`src/kst_pkg.sv`:
```
`default_nettype none

package kst_pkg;

  // table geometry
  localparam int SLOTS   = 64;
  localparam int SLOT_W  = (SLOTS > 1) ? $clog2(SLOTS) : 1;
  localparam int CNT_W   = $clog2(SLOTS + 1);

  // field widths
  localparam int ACT_W    = 2;
  localparam int KEY_W    = 31;
  localparam int IDX_W    = 8;
  localparam int STATUS_W = 3;
  localparam int COUNT_W  = 9;

  typedef enum logic [ACT_W-1:0] {
    ACT_INSERT = 2'd0,
    ACT_REMOVE = 2'd1,
    ACT_READ   = 2'd2
  } action_t;

  typedef enum logic [STATUS_W-1:0] {
    STATUS_OK        = 3'd0,
    STATUS_PRESENT   = 3'd1,
    STATUS_FULL      = 3'd2,
    STATUS_NOT_FOUND = 3'd3,
    STATUS_RANGE     = 3'd4,
    STATUS_EMPTY     = 3'd5
  } status_t;

  typedef enum logic [1:0] {
    S_IDLE,
    S_SCAN,
    S_RDREQ,
    S_DONE
  } state_t;

  // controller -> datapath
  typedef struct packed {
    logic capture;
    logic scan_en;
    logic rd_issue;
    logic load;
  } kst_cmd_t;

  // datapath -> controller
  typedef struct packed {
    logic scan_done;
    logic out_free;
  } kst_sts_t;

endpackage

`default_nettype wire

```
`src/keyed_slot_table_allocator_unit.sv`:
```
// keyed slot table allocator: a table of SLOTS key slots with valid bits
// input channel (in_valid / in_stall): one request carries in_action,
//   in_key and in_slot_index; insert puts the key in the lowest free slot
//   unless it is already present, remove frees the lowest slot holding the
//   key, read returns the key of slot in_slot_index
// result channel (out_valid / out_stall): one result per request with
//   status, slot, key_out and the free and used counts after the request
// sequence: insert and remove walk every slot through the single read port of
//   the key ram, one slot per cycle, before the result is loaded; a read
//   issues one ram read first, and an unknown action code goes straight to
//   the result load; one request is in flight at a time, and the next one
//   is taken the cycle after the result is loaded
// stall: a finished result waits in the output register while the next
//   request is accepted and worked on; that request then waits for the
//   register to drain before its result is loaded
// reset: synchronous rst_n clears all valid bits at once (table empty, free
//   count SLOTS); key storage is not cleared and needs no clearing pass
`default_nettype none

module keyed_slot_table_allocator_unit
  import kst_pkg::*;
(
  input  wire logic                clk,
  input  wire logic                rst_n,
  // request channel
  input  wire logic                in_valid,
  output logic                     in_stall,
  input  wire logic [ACT_W-1:0]    in_action,
  input  wire logic [KEY_W-1:0]    in_key,
  input  wire logic [IDX_W-1:0]    in_slot_index,
  // result channel
  output logic                     out_valid,
  input  wire logic                out_stall,
  output logic [STATUS_W-1:0]      out_status,
  output logic [IDX_W-1:0]         out_slot,
  output logic [KEY_W-1:0]         out_key_out,
  output logic [COUNT_W-1:0]       out_free_count,
  output logic [COUNT_W-1:0]       out_used_count
);

  kst_cmd_t cmd;
  kst_sts_t sts;

  // sequencer: idle, slot walk, read issue, result load
  kst_ctrl u_ctrl (
    .clk       (clk),
    .rst_n     (rst_n),
    .in_valid  (in_valid),
    .in_action (in_action),
    .in_stall  (in_stall),
    .cmd       (cmd),
    .sts       (sts)
  );

  // key ram, valid bits, counters, scan compare and result register
  kst_dp u_dp (
    .clk            (clk),
    .rst_n          (rst_n),
    .cmd            (cmd),
    .sts            (sts),
    .in_action      (in_action),
    .in_key         (in_key),
    .in_slot_index  (in_slot_index),
    .out_valid      (out_valid),
    .out_stall      (out_stall),
    .out_status     (out_status),
    .out_slot       (out_slot),
    .out_key_out    (out_key_out),
    .out_free_count (out_free_count),
    .out_used_count (out_used_count)
  );

endmodule

`default_nettype wire

```
`src/kst_ram.sv`:
```
`default_nettype none

module kst_ram #(
  parameter int WIDTH = 8,
  parameter int DEPTH = 16
) (
  input  wire logic                                     clk,
  input  wire logic                                     we,
  input  wire logic [((DEPTH > 1) ? $clog2(DEPTH) : 1)-1:0] waddr,
  input  wire logic [WIDTH-1:0]                         wdata,
  input  wire logic                                     re,
  input  wire logic [((DEPTH > 1) ? $clog2(DEPTH) : 1)-1:0] raddr,
  output logic      [WIDTH-1:0]                         rdata
);

  logic [WIDTH-1:0] mem [DEPTH];

  always_ff @(posedge clk) begin
    if (we) begin
      mem[waddr] <= wdata;
    end
    if (re) begin
      rdata <= mem[raddr];
    end
  end

endmodule

`default_nettype wire

```
`src/kst_ctrl.sv`:
```
`default_nettype none

module kst_ctrl
  import kst_pkg::*;
(
  input  wire logic             clk,
  input  wire logic             rst_n,
  input  wire logic             in_valid,
  input  wire logic [ACT_W-1:0] in_action,
  output logic                  in_stall,
  output kst_cmd_t              cmd,
  input  wire kst_sts_t         sts
);

  state_t state_r, state_nxt;

  always_ff @(posedge clk) begin
    if (!rst_n) begin
      state_r <= S_IDLE;
    end else begin
      state_r <= state_nxt;
    end
  end

  assign in_stall = (state_r != S_IDLE);

  always_comb begin
    state_nxt = state_r;
    cmd       = '0;
    unique case (state_r)
      S_IDLE: begin
        if (in_valid) begin
          cmd.capture = 1'b1;
          unique case (action_t'(in_action))
            ACT_INSERT, ACT_REMOVE: state_nxt = S_SCAN;
            ACT_READ:               state_nxt = S_RDREQ;
            default:                state_nxt = S_DONE;
          endcase
        end
      end
      S_SCAN: begin
        cmd.scan_en = 1'b1;
        if (sts.scan_done) begin
          state_nxt = S_DONE;
        end
      end
      S_RDREQ: begin
        cmd.rd_issue = 1'b1;
        state_nxt    = S_DONE;
      end
      S_DONE: begin
        if (sts.out_free) begin
          cmd.load  = 1'b1;
          state_nxt = S_IDLE;
        end
      end
      default: state_nxt = S_IDLE;
    endcase
  end

endmodule

`default_nettype wire

```
`src/kst_dp.sv`:
```
`default_nettype none

module kst_dp
  import kst_pkg::*;
(
  input  wire logic                clk,
  input  wire logic                rst_n,
  input  wire kst_cmd_t            cmd,
  output kst_sts_t                 sts,
  input  wire logic [ACT_W-1:0]    in_action,
  input  wire logic [KEY_W-1:0]    in_key,
  input  wire logic [IDX_W-1:0]    in_slot_index,
  output logic                     out_valid,
  input  wire logic                out_stall,
  output logic [STATUS_W-1:0]      out_status,
  output logic [IDX_W-1:0]         out_slot,
  output logic [KEY_W-1:0]         out_key_out,
  output logic [COUNT_W-1:0]       out_free_count,
  output logic [COUNT_W-1:0]       out_used_count
);

  // captured request
  action_t            act_r;
  logic [KEY_W-1:0]   key_r;
  logic [IDX_W-1:0]   idx_r;

  // scan state
  logic [CNT_W-1:0]   scan_r;
  logic               cmp_vld_r;
  logic               cmp_live_r;
  logic [SLOT_W-1:0]  cmp_idx_r;
  logic               found_r;
  logic [SLOT_W-1:0]  found_idx_r;
  logic               free_hit_r;
  logic [SLOT_W-1:0]  free_idx_r;

  // table state
  logic [SLOTS-1:0]   valid_r;
  logic [COUNT_W-1:0] free_r;

  // result register
  logic                out_valid_r;
  status_t             out_status_r;
  logic [IDX_W-1:0]    out_slot_r;
  logic [KEY_W-1:0]    out_key_r;
  logic [COUNT_W-1:0]  out_free_r;
  logic [COUNT_W-1:0]  out_used_r;

  logic               scan_live;
  logic               scan_issue;
  logic [SLOT_W-1:0]  scan_addr;
  logic [SLOT_W-1:0]  idx_addr;
  logic               idx_in_range;
  logic               key_hit;
  logic [SLOT_W-1:0]  ram_raddr;
  logic               ram_re;
  logic [KEY_W-1:0]   ram_rdata;

  status_t            res_status;
  logic [IDX_W-1:0]   res_slot;
  logic [KEY_W-1:0]   res_key;
  logic [COUNT_W-1:0] free_nxt;
  logic               do_insert;
  logic               do_remove;

  assign scan_live    = (scan_r < CNT_W'(SLOTS));
  assign scan_issue   = cmd.scan_en && scan_live;
  assign scan_addr    = scan_r[SLOT_W-1:0];
  assign idx_addr     = idx_r[SLOT_W-1:0];
  assign idx_in_range = ({1'b0, idx_r} < COUNT_W'(SLOTS));
  assign key_hit      = cmp_vld_r && cmp_live_r && (ram_rdata == key_r);

  assign ram_raddr = cmd.rd_issue ? idx_addr : scan_addr;
  assign ram_re    = scan_issue || cmd.rd_issue;

  kst_ram #(
    .WIDTH (KEY_W),
    .DEPTH (SLOTS)
  ) u_key_ram (
    .clk   (clk),
    .we    (cmd.load && do_insert),
    .waddr (free_idx_r),
    .wdata (key_r),
    .re    (ram_re),
    .raddr (ram_raddr),
    .rdata (ram_rdata)
  );

  // request capture
  always_ff @(posedge clk) begin
    if (cmd.capture) begin
      act_r <= action_t'(in_action);
      key_r <= in_key;
      idx_r <= in_slot_index;
    end
  end

  // sequential scan: duplicate compare in the cycle after the ram read,
  // first free slot picked at issue time from the valid bits
  always_ff @(posedge clk) begin
    if (!rst_n) begin
      scan_r     <= '0;
      cmp_vld_r  <= 1'b0;
      found_r    <= 1'b0;
      free_hit_r <= 1'b0;
    end else if (cmd.capture) begin
      scan_r     <= '0;
      cmp_vld_r  <= 1'b0;
      found_r    <= 1'b0;
      free_hit_r <= 1'b0;
    end else if (cmd.scan_en) begin
      if (scan_live) begin
        scan_r <= scan_r + CNT_W'(1);
      end
      cmp_vld_r <= scan_issue;
      if (scan_issue && !valid_r[scan_addr] && !free_hit_r) begin
        free_hit_r <= 1'b1;
      end
      if (key_hit && !found_r) begin
        found_r <= 1'b1;
      end
    end
  end

  always_ff @(posedge clk) begin
    if (cmd.scan_en) begin
      cmp_idx_r  <= scan_addr;
      cmp_live_r <= valid_r[scan_addr];
      if (scan_issue && !valid_r[scan_addr] && !free_hit_r) begin
        free_idx_r <= scan_addr;
      end
      if (key_hit && !found_r) begin
        found_idx_r <= cmp_idx_r;
      end
    end
  end

  // result and table update
  always_comb begin
    res_status = STATUS_OK;
    res_slot   = '0;
    res_key    = '0;
    free_nxt   = free_r;
    do_insert  = 1'b0;
    do_remove  = 1'b0;
    unique case (act_r)
      ACT_INSERT: begin
        if (found_r) begin
          res_status = STATUS_PRESENT;
        end else if (free_hit_r) begin
          res_slot  = IDX_W'(free_idx_r);
          do_insert = 1'b1;
          free_nxt  = free_r - COUNT_W'(1);
        end else begin
          res_status = STATUS_FULL;
        end
      end
      ACT_REMOVE: begin
        if (found_r) begin
          res_slot  = IDX_W'(found_idx_r);
          do_remove = 1'b1;
          free_nxt  = free_r + COUNT_W'(1);
        end else begin
          res_status = STATUS_NOT_FOUND;
        end
      end
      ACT_READ: begin
        res_slot = idx_r;
        if (!idx_in_range) begin
          res_status = STATUS_RANGE;
        end else if (!valid_r[idx_addr]) begin
          res_status = STATUS_EMPTY;
        end else begin
          res_key = ram_rdata;
        end
      end
      default: begin
      end
    endcase
  end

  always_ff @(posedge clk) begin
    if (!rst_n) begin
      valid_r     <= '0;
      free_r      <= COUNT_W'(SLOTS);
      out_valid_r <= 1'b0;
    end else begin
      if (cmd.load) begin
        if (do_insert) begin
          valid_r[free_idx_r] <= 1'b1;
        end
        if (do_remove) begin
          valid_r[found_idx_r] <= 1'b0;
        end
        free_r      <= free_nxt;
        out_valid_r <= 1'b1;
      end else if (!out_stall) begin
        out_valid_r <= 1'b0;
      end
    end
  end

  always_ff @(posedge clk) begin
    if (cmd.load) begin
      out_status_r <= res_status;
      out_slot_r   <= res_slot;
      out_key_r    <= res_key;
      out_free_r   <= free_nxt;
      out_used_r   <= COUNT_W'(SLOTS) - free_nxt;
    end
  end

  assign sts.scan_done = !scan_live && !cmp_vld_r;
  assign sts.out_free  = !out_valid_r || !out_stall;

  assign out_valid      = out_valid_r;
  assign out_status     = out_status_r;
  assign out_slot       = out_slot_r;
  assign out_key_out    = out_key_r;
  assign out_free_count = out_free_r;
  assign out_used_count = out_used_r;

`ifndef ASSERT_OFF
  a_free_bound: assert property (@(posedge clk) disable iff (!rst_n)
    free_r <= COUNT_W'(SLOTS))
    else $error("free count above table size");

  a_count_match: assert property (@(posedge clk) disable iff (!rst_n)
    (32'(free_r) + $countones(valid_r)) == SLOTS)
    else $error("free count disagrees with valid bits");

  a_no_overwrite: assert property (@(posedge clk) disable iff (!rst_n)
    cmd.load |-> !(out_valid_r && out_stall))
    else $error("held result overwritten");
`endif

endmodule

`default_nettype wire

```
`config.mk`:
```
export PLATFORM = sky130hd
export DESIGN_NAME = keyed_slot_table_allocator_unit
export DESIGN_NICKNAME = d
export VERILOG_FILES = /design/src/kst_pkg.sv /design/src/keyed_slot_table_allocator_unit.sv /design/src/kst_ram.sv /design/src/kst_ctrl.sv /design/src/kst_dp.sv
export SDC_FILE = /design/constraint.sdc
export NUM_CORES = 2
export LEC_CHECK = 0
export BUFFER_PORTS_ARGS = -buffer_cell sky130_fd_sc_hd__buf_2
export CORE_MARGIN = 2
export CORE_UTILIZATION = 65
export DETAILED_ROUTE_END_ITERATION = 16
export PLACE_DENSITY = 0.81
export SYNTH_ARGS = -nofsm -noshare
export SYNTH_HDL_FRONTEND = slang
export SYNTH_HIERARCHICAL = 1
export SYNTH_SLANG_ARGS = --single-unit
```
`constraint.sdc`:
```
create_clock -name clk -period 10.5 [get_ports clk]
set_input_delay 3.15 -clock clk [delete_from_list [all_inputs] [get_ports clk]]
set_output_delay 3.15 -clock clk [all_outputs]
set_load 0.01 [all_outputs]
```
# [After elaboration in Yosys (flattened, before gate mapping)]
# Memories as Yosys holds them, arrays and structs flattened. A register that Yosys moved wholly into a read port is not among the register bits.
# Index checks and enable logic that the tools add are counted.
[word_totals] register_bits=206 mem_bits_rw=1984 wordCells=126 memories=1
[mem_list] name="u_dp.u_key_ram.mem" depth=64 word_bits=31 rd=1 rd_clocked_by_memory_dff=1 write_ports=1 line_no="kst_ram.sv:16" rtl="logic [WIDTH-1:0] mem [DEPTH];"
[op_classes] addsub=4 n_lt_le_gt_ge=8 eq_ne=12 mux=47 n_bitwise=4 n_reduce_logical=30
[op_table] operator="$mux W64" count=4
[op_table] operator="$and A64 B64 Y64" count=1
[op_table] operator="$not A64 Y64" count=1
[op_table] operator="$or A64 B64 Y64" count=1
[op_table] operator="$eq A31 B31 Y1" count=1
[op_table] operator="$lt A6 B7 Y1 const B" count=4
[op_table] operator="$mux W9" count=3
[op_table] operator="$pmux W8 S3" count=1
[op_table] operator="$mux W1" count=19
[op_table] operator="$mux W6" count=3
[op_table] operator="$pmux W9 S2" count=1
[op_table] operator="$bmux W1 S6" count=2
[op_table] operator="$demux W1 S6" count=2
[op_table] operator="$ge A6 B1 Y1 const B" count=2
[op_table] operator="$logic_and A1 B1 Y1" count=10
[op_table] operator="$mux W2" count=5
[op_table] operator="$add A9 B1 Y9 const B" count=1
[op_table] operator="$mux W3" count=3
[op_table] operator="$pmux W3 S3" count=1
[op_table] operator="$sub A7 B9 Y9 const A" count=1
[op_table] operator="$sub A9 B1 Y9 const B" count=1
[op_table] operator="$eq A2 B2 Y1 const B" count=4
[op_table] operator="$lt A8 B7 Y1 const B" count=1
[op_table] operator="$mux W8" count=1
[op_table] operator="other kinds (15)" count=32

# [Depth between registers and ports, before layout]
[depth] depth_word=10 depth_mapped=14 ltp_nobuf=10

# [Modules after synthesis]
# The synthesis kept the hierarchy.
[modules_own_cells] module="kst_ram" n_inst=1 cells_each=3418 area_each_um2=76616.0
[modules_own_cells] module="kst_dp" n_inst=1 cells_each=776 area_each_um2=9452.8
[modules_own_cells] module="kst_ctrl" n_inst=1 cells_each=23 area_each_um2=188.9

# [Worst setup path after synthesis]
# Ideal clock, no wire load.
[synth_timing] path_kind="input-to-reg" startpoint="input out_stall" endpoint="memory u_dp/u_key_ram/mem[48][0] (netlist bit) (enable)" setup_time_ns=0.458 arrival_ns=7.644 path_slack_ns=2.398 stages=9 n_path_buf=3 path_cell_list="nand2_1 -> and2_2 -> clkbuf_1 -> clkbuf_1 -> clkbuf_1 -> and2_1 -> nor2b_1 -> nand4b_1 -> nor3_1"
[synth_rtl] element="start: declaration" line_no="keyed_slot_table_allocator_unit.sv:33" rtl="input wire logic out_stall,"
[synth_rtl] element="end: declaration" line_no="kst_ram.sv:16"

==> results.md <==
- Status: finished, violations left
- Failing checks: max-capacitance violations, max-slew violations
- Slew @ Worst Pin: about 1.5 ns
- Share of layout cells above drive strength 1: 0.236
- Count of state elements after synthesis: between 2000 and 2500
- Post-Synthesis Cells: about 4200
- Setup TNS: 0 ns
- Root Driver: clkbuf_16
- Synth top area share: 0.743
- Buffers plus inverters on the worst setup path: 1
- IO Pins: 107
- DRC: 0
- DIE AREA: 136000 sq um
- Finished Layout Cells: 6317
- Wire length per cell: 35.8 um
- Met3 Use GR: 0.0787
- Num rows: 133
- Worst slack, placed: 3.64 ns
- Vias: between 40000 and 50000
- Clk sinks: 2220
- Post-synth EDFFs: between 2000 and 2500
- Library cells used by synthesis: 65
- Met2 Use GR: 0.524
- Synth area leader: edfxtp_1
- Most used flip-flop cell after synthesis: edfxtp_1
- Hold Path Origin: u_dp/cmp_idx_r[1]
- Clock transition at the registers of the reported paths: 0.06 ns
- Critical Path, Cell by Cell: buf_2 -> nand2_1 -> and2_4 -> and2_1 -> nor2b_1 -> nand2_1 -> nor2_4
- Setup CP Type: primary input to flip-flop
- Syn Nets: 4270
- Die height: between 300 and 400 um
- Area grow syn2layout: 11.0%
- Largest net degree at the start of global routing: 115
- Clock Skews: 0.0337 ns
- Max_cap viols: 2
- Max incr delay on CP: about 1.3 ns
- Synth Warn #: 6
- GR peak layer: met2
- CTS tree: done
- PwrDens: 236 nW/um^2
- Vias/cell: 7.25
- Initial DRC Count: 8069
- Hpwl dp: 124 mm
- Asr flop ratio synth: 0
- Final Hold Fails: 0
- First-pass GRT wire length: 322 mm
- Commonest non-fill, non-tap cells in the layout: edfxtp_1 (2134), mux4_2 (430), mux2i_1 (313)
- Worst slew margin: -0.0279
- Die span in x: 368 um
- Vias in the first global route: 44795
- Area of the mapped netlist: roughly 86000 sq um
- Setup crit start kind: primary input
- Slew Viols, Final: 2
- Slowest cell on crit path: nor2_4
- Setup slack of the most critical reg-to-reg path: 5.30 ns
- Mean Syn Cell Area: 20.5 sq um
- Postcts setup bufs: 0
- Reg-to-reg startpoint: u_ctrl/state_r[0]
- Initial Util: 0.655
- Final WL: around 230 mm
- Final WS setup: 4.26 ns
- Initial antenna violation count: 16
- CTS HTree Levels: 4
- RSZ-0062 raised after global routing: no
- Clk Latency, worst-skew pair: 0.85 ns
- HP Class: flip-flop to flip-flop
- VDD IR max: 231 uV
- Port-buffer cells: 106
- Drt pass-1 iters: 13
- Post-CTS sizing: 0
- Antenna Nets Post-Route: 0
- Crit path top cell by count: nand2_1
- Hold buffers post-CTS: 0
- Critical path data required time: 10.94 ns
- Leak: between 0.02 and 0.03 uW
- Min Clock Period, post-route: 6.24 ns
- Gr usage total: 0.338
- Final-layout fill cell count: roughly 7000
- Placed Cells incl. Taps: 5938
- Final setup viols: 0
- CP endpoint kind: flip-flop
- Commonest non-fill, non-tap cell in the layout: edfxtp_1
- Core area: 132000 sq um
- Clk buf depth: 3
- Final Cycle Share: 0.594
- Sequential fraction of the synthesis area: 0.763
- Fmax: 160 MHz
- Final #Nets: 4443
- Crit path DAT: about 6.7 ns
- Synth area leaders: edfxtp_1 (74%), mux4_2 (11%), mux2i_1 (3.6%)
- CTS buffer count: 204
- Top delay family on crit path: simple AND/OR/NAND/NOR gates
- Grt ovf: 0
- Setup crit start: out_stall
- GP Congestion: approximately 0.92
- Critical path peak fanout: 31
- Met1 GRT Util: 0.453
==> cell families after synthesis <==
family	Yosys count	share of synthesized area
AND/OR/NAND/NOR	412	0.0244
flip-flops	2220	0.763
XOR/XNOR	49	0.00498
AO/OA/AOI/OAI	493	0.0388
multiplexers	766	0.153
buffers and inverters	269	0.0147
adder cells (fa/ha/maj)	8	0.00116
==> cell usage after synthesis (all sizes together) (20+ instances only) <==
cell type  instances
dfxtp             86
clkbuf           113
and2              41
inv               27
nor2             166
mux2i            313
edfxtp          2134
nor2b             23
o31ai             27
a21oi             31
xor2              29
buf              129
a31oi             68
a22oi            105
xnor2             20
o221a             27
o21ai             89
mux4             439
a21o              26
nand2             52
and3              31
o22ai             88
==> sequential cells by signal, indices dropped and copies added, names as in the netlist, 2 cells and up <==
name,count
u_ctrl/state_r,2
u_dp/act_r,2
u_dp/cmp_idx_r,6
u_dp/found_idx_r,6
u_dp/free_idx_r,6
u_dp/free_r,9
u_dp/idx_r,8
u_dp/key_r,31
u_dp/out_free_count,9
u_dp/out_key_out,31
u_dp/out_slot,8
u_dp/out_status,3
u_dp/out_used_count,8
u_dp/scan_r,7
u_dp/u_key_ram/mem,1984
u_dp/u_key_ram/rdata,31
u_dp/valid_r,64
==> metal layers <==
layer	up-vias	routed length [um]
li1	17856	-
met1	23432	76400
met2	3797	107000
met3	711	27800
met4	6	14500
met5	-	229
==> per-stage QoR <==
| stage | total power [uW] | hold WS [ns] | util | instance area [sq um] |
|---|---|---|---|---|
| 2_1_floorplan | 13700 | 0.400 | - | 86300 |
| 3_3_place_gp | 15200 | 0.401 | 0.678 | 89200 |
| 3_5_place_dp | 15300 | 0.405 | 0.678 | 89200 |
| 4_1_cts | 22500 | 0.416 | 0.727 | 95700 |
| 5_1_grt | 23100 | 0.427 | 0.727 | 95700 |
| 6_report | 22600 | 0.417 | 0.727 | 95700 |
==> final timing paths <==
path | end | cells after the start
worst max-delay path | u_dp/u_key_ram/mem[4][21] | 7
worst min-delay path | u_dp/found_idx_r[1] | 0
worst min register to register | u_dp/found_idx_r[1] | 0
worst max register to register | u_dp/u_key_ram/rdata[13] | 9
==> where the power goes <==
part / switching (uW) / total [uW] / leakage (uW) / internal (uW)
Combinational: 3080 / 4860 / 0.00610 / 1780
Sequential: 141 / 10500 / 0.0199 / 10300
Clock: 3180 / 7280 / 0.00319 / 4090
Total: 6400 / 22600 / 0.0292 / 16200
==> cell type report <==
type,count,area (sq um),area share
Antenna cell,9,22.5,0.000235
Clock buffer,256,5480,0.0572
Clock inverter,113,1010,0.0105
Inverter,27,101,0.00106
Multi-Input combinational cell,1728,19800,0.206
Sequential cell,2220,65800,0.688
Tap cell,1755,2200,0.0229
Timing Repair Buffer,209,1340,0.0140
No activity file was read; power rests on OpenSTA's default activity.
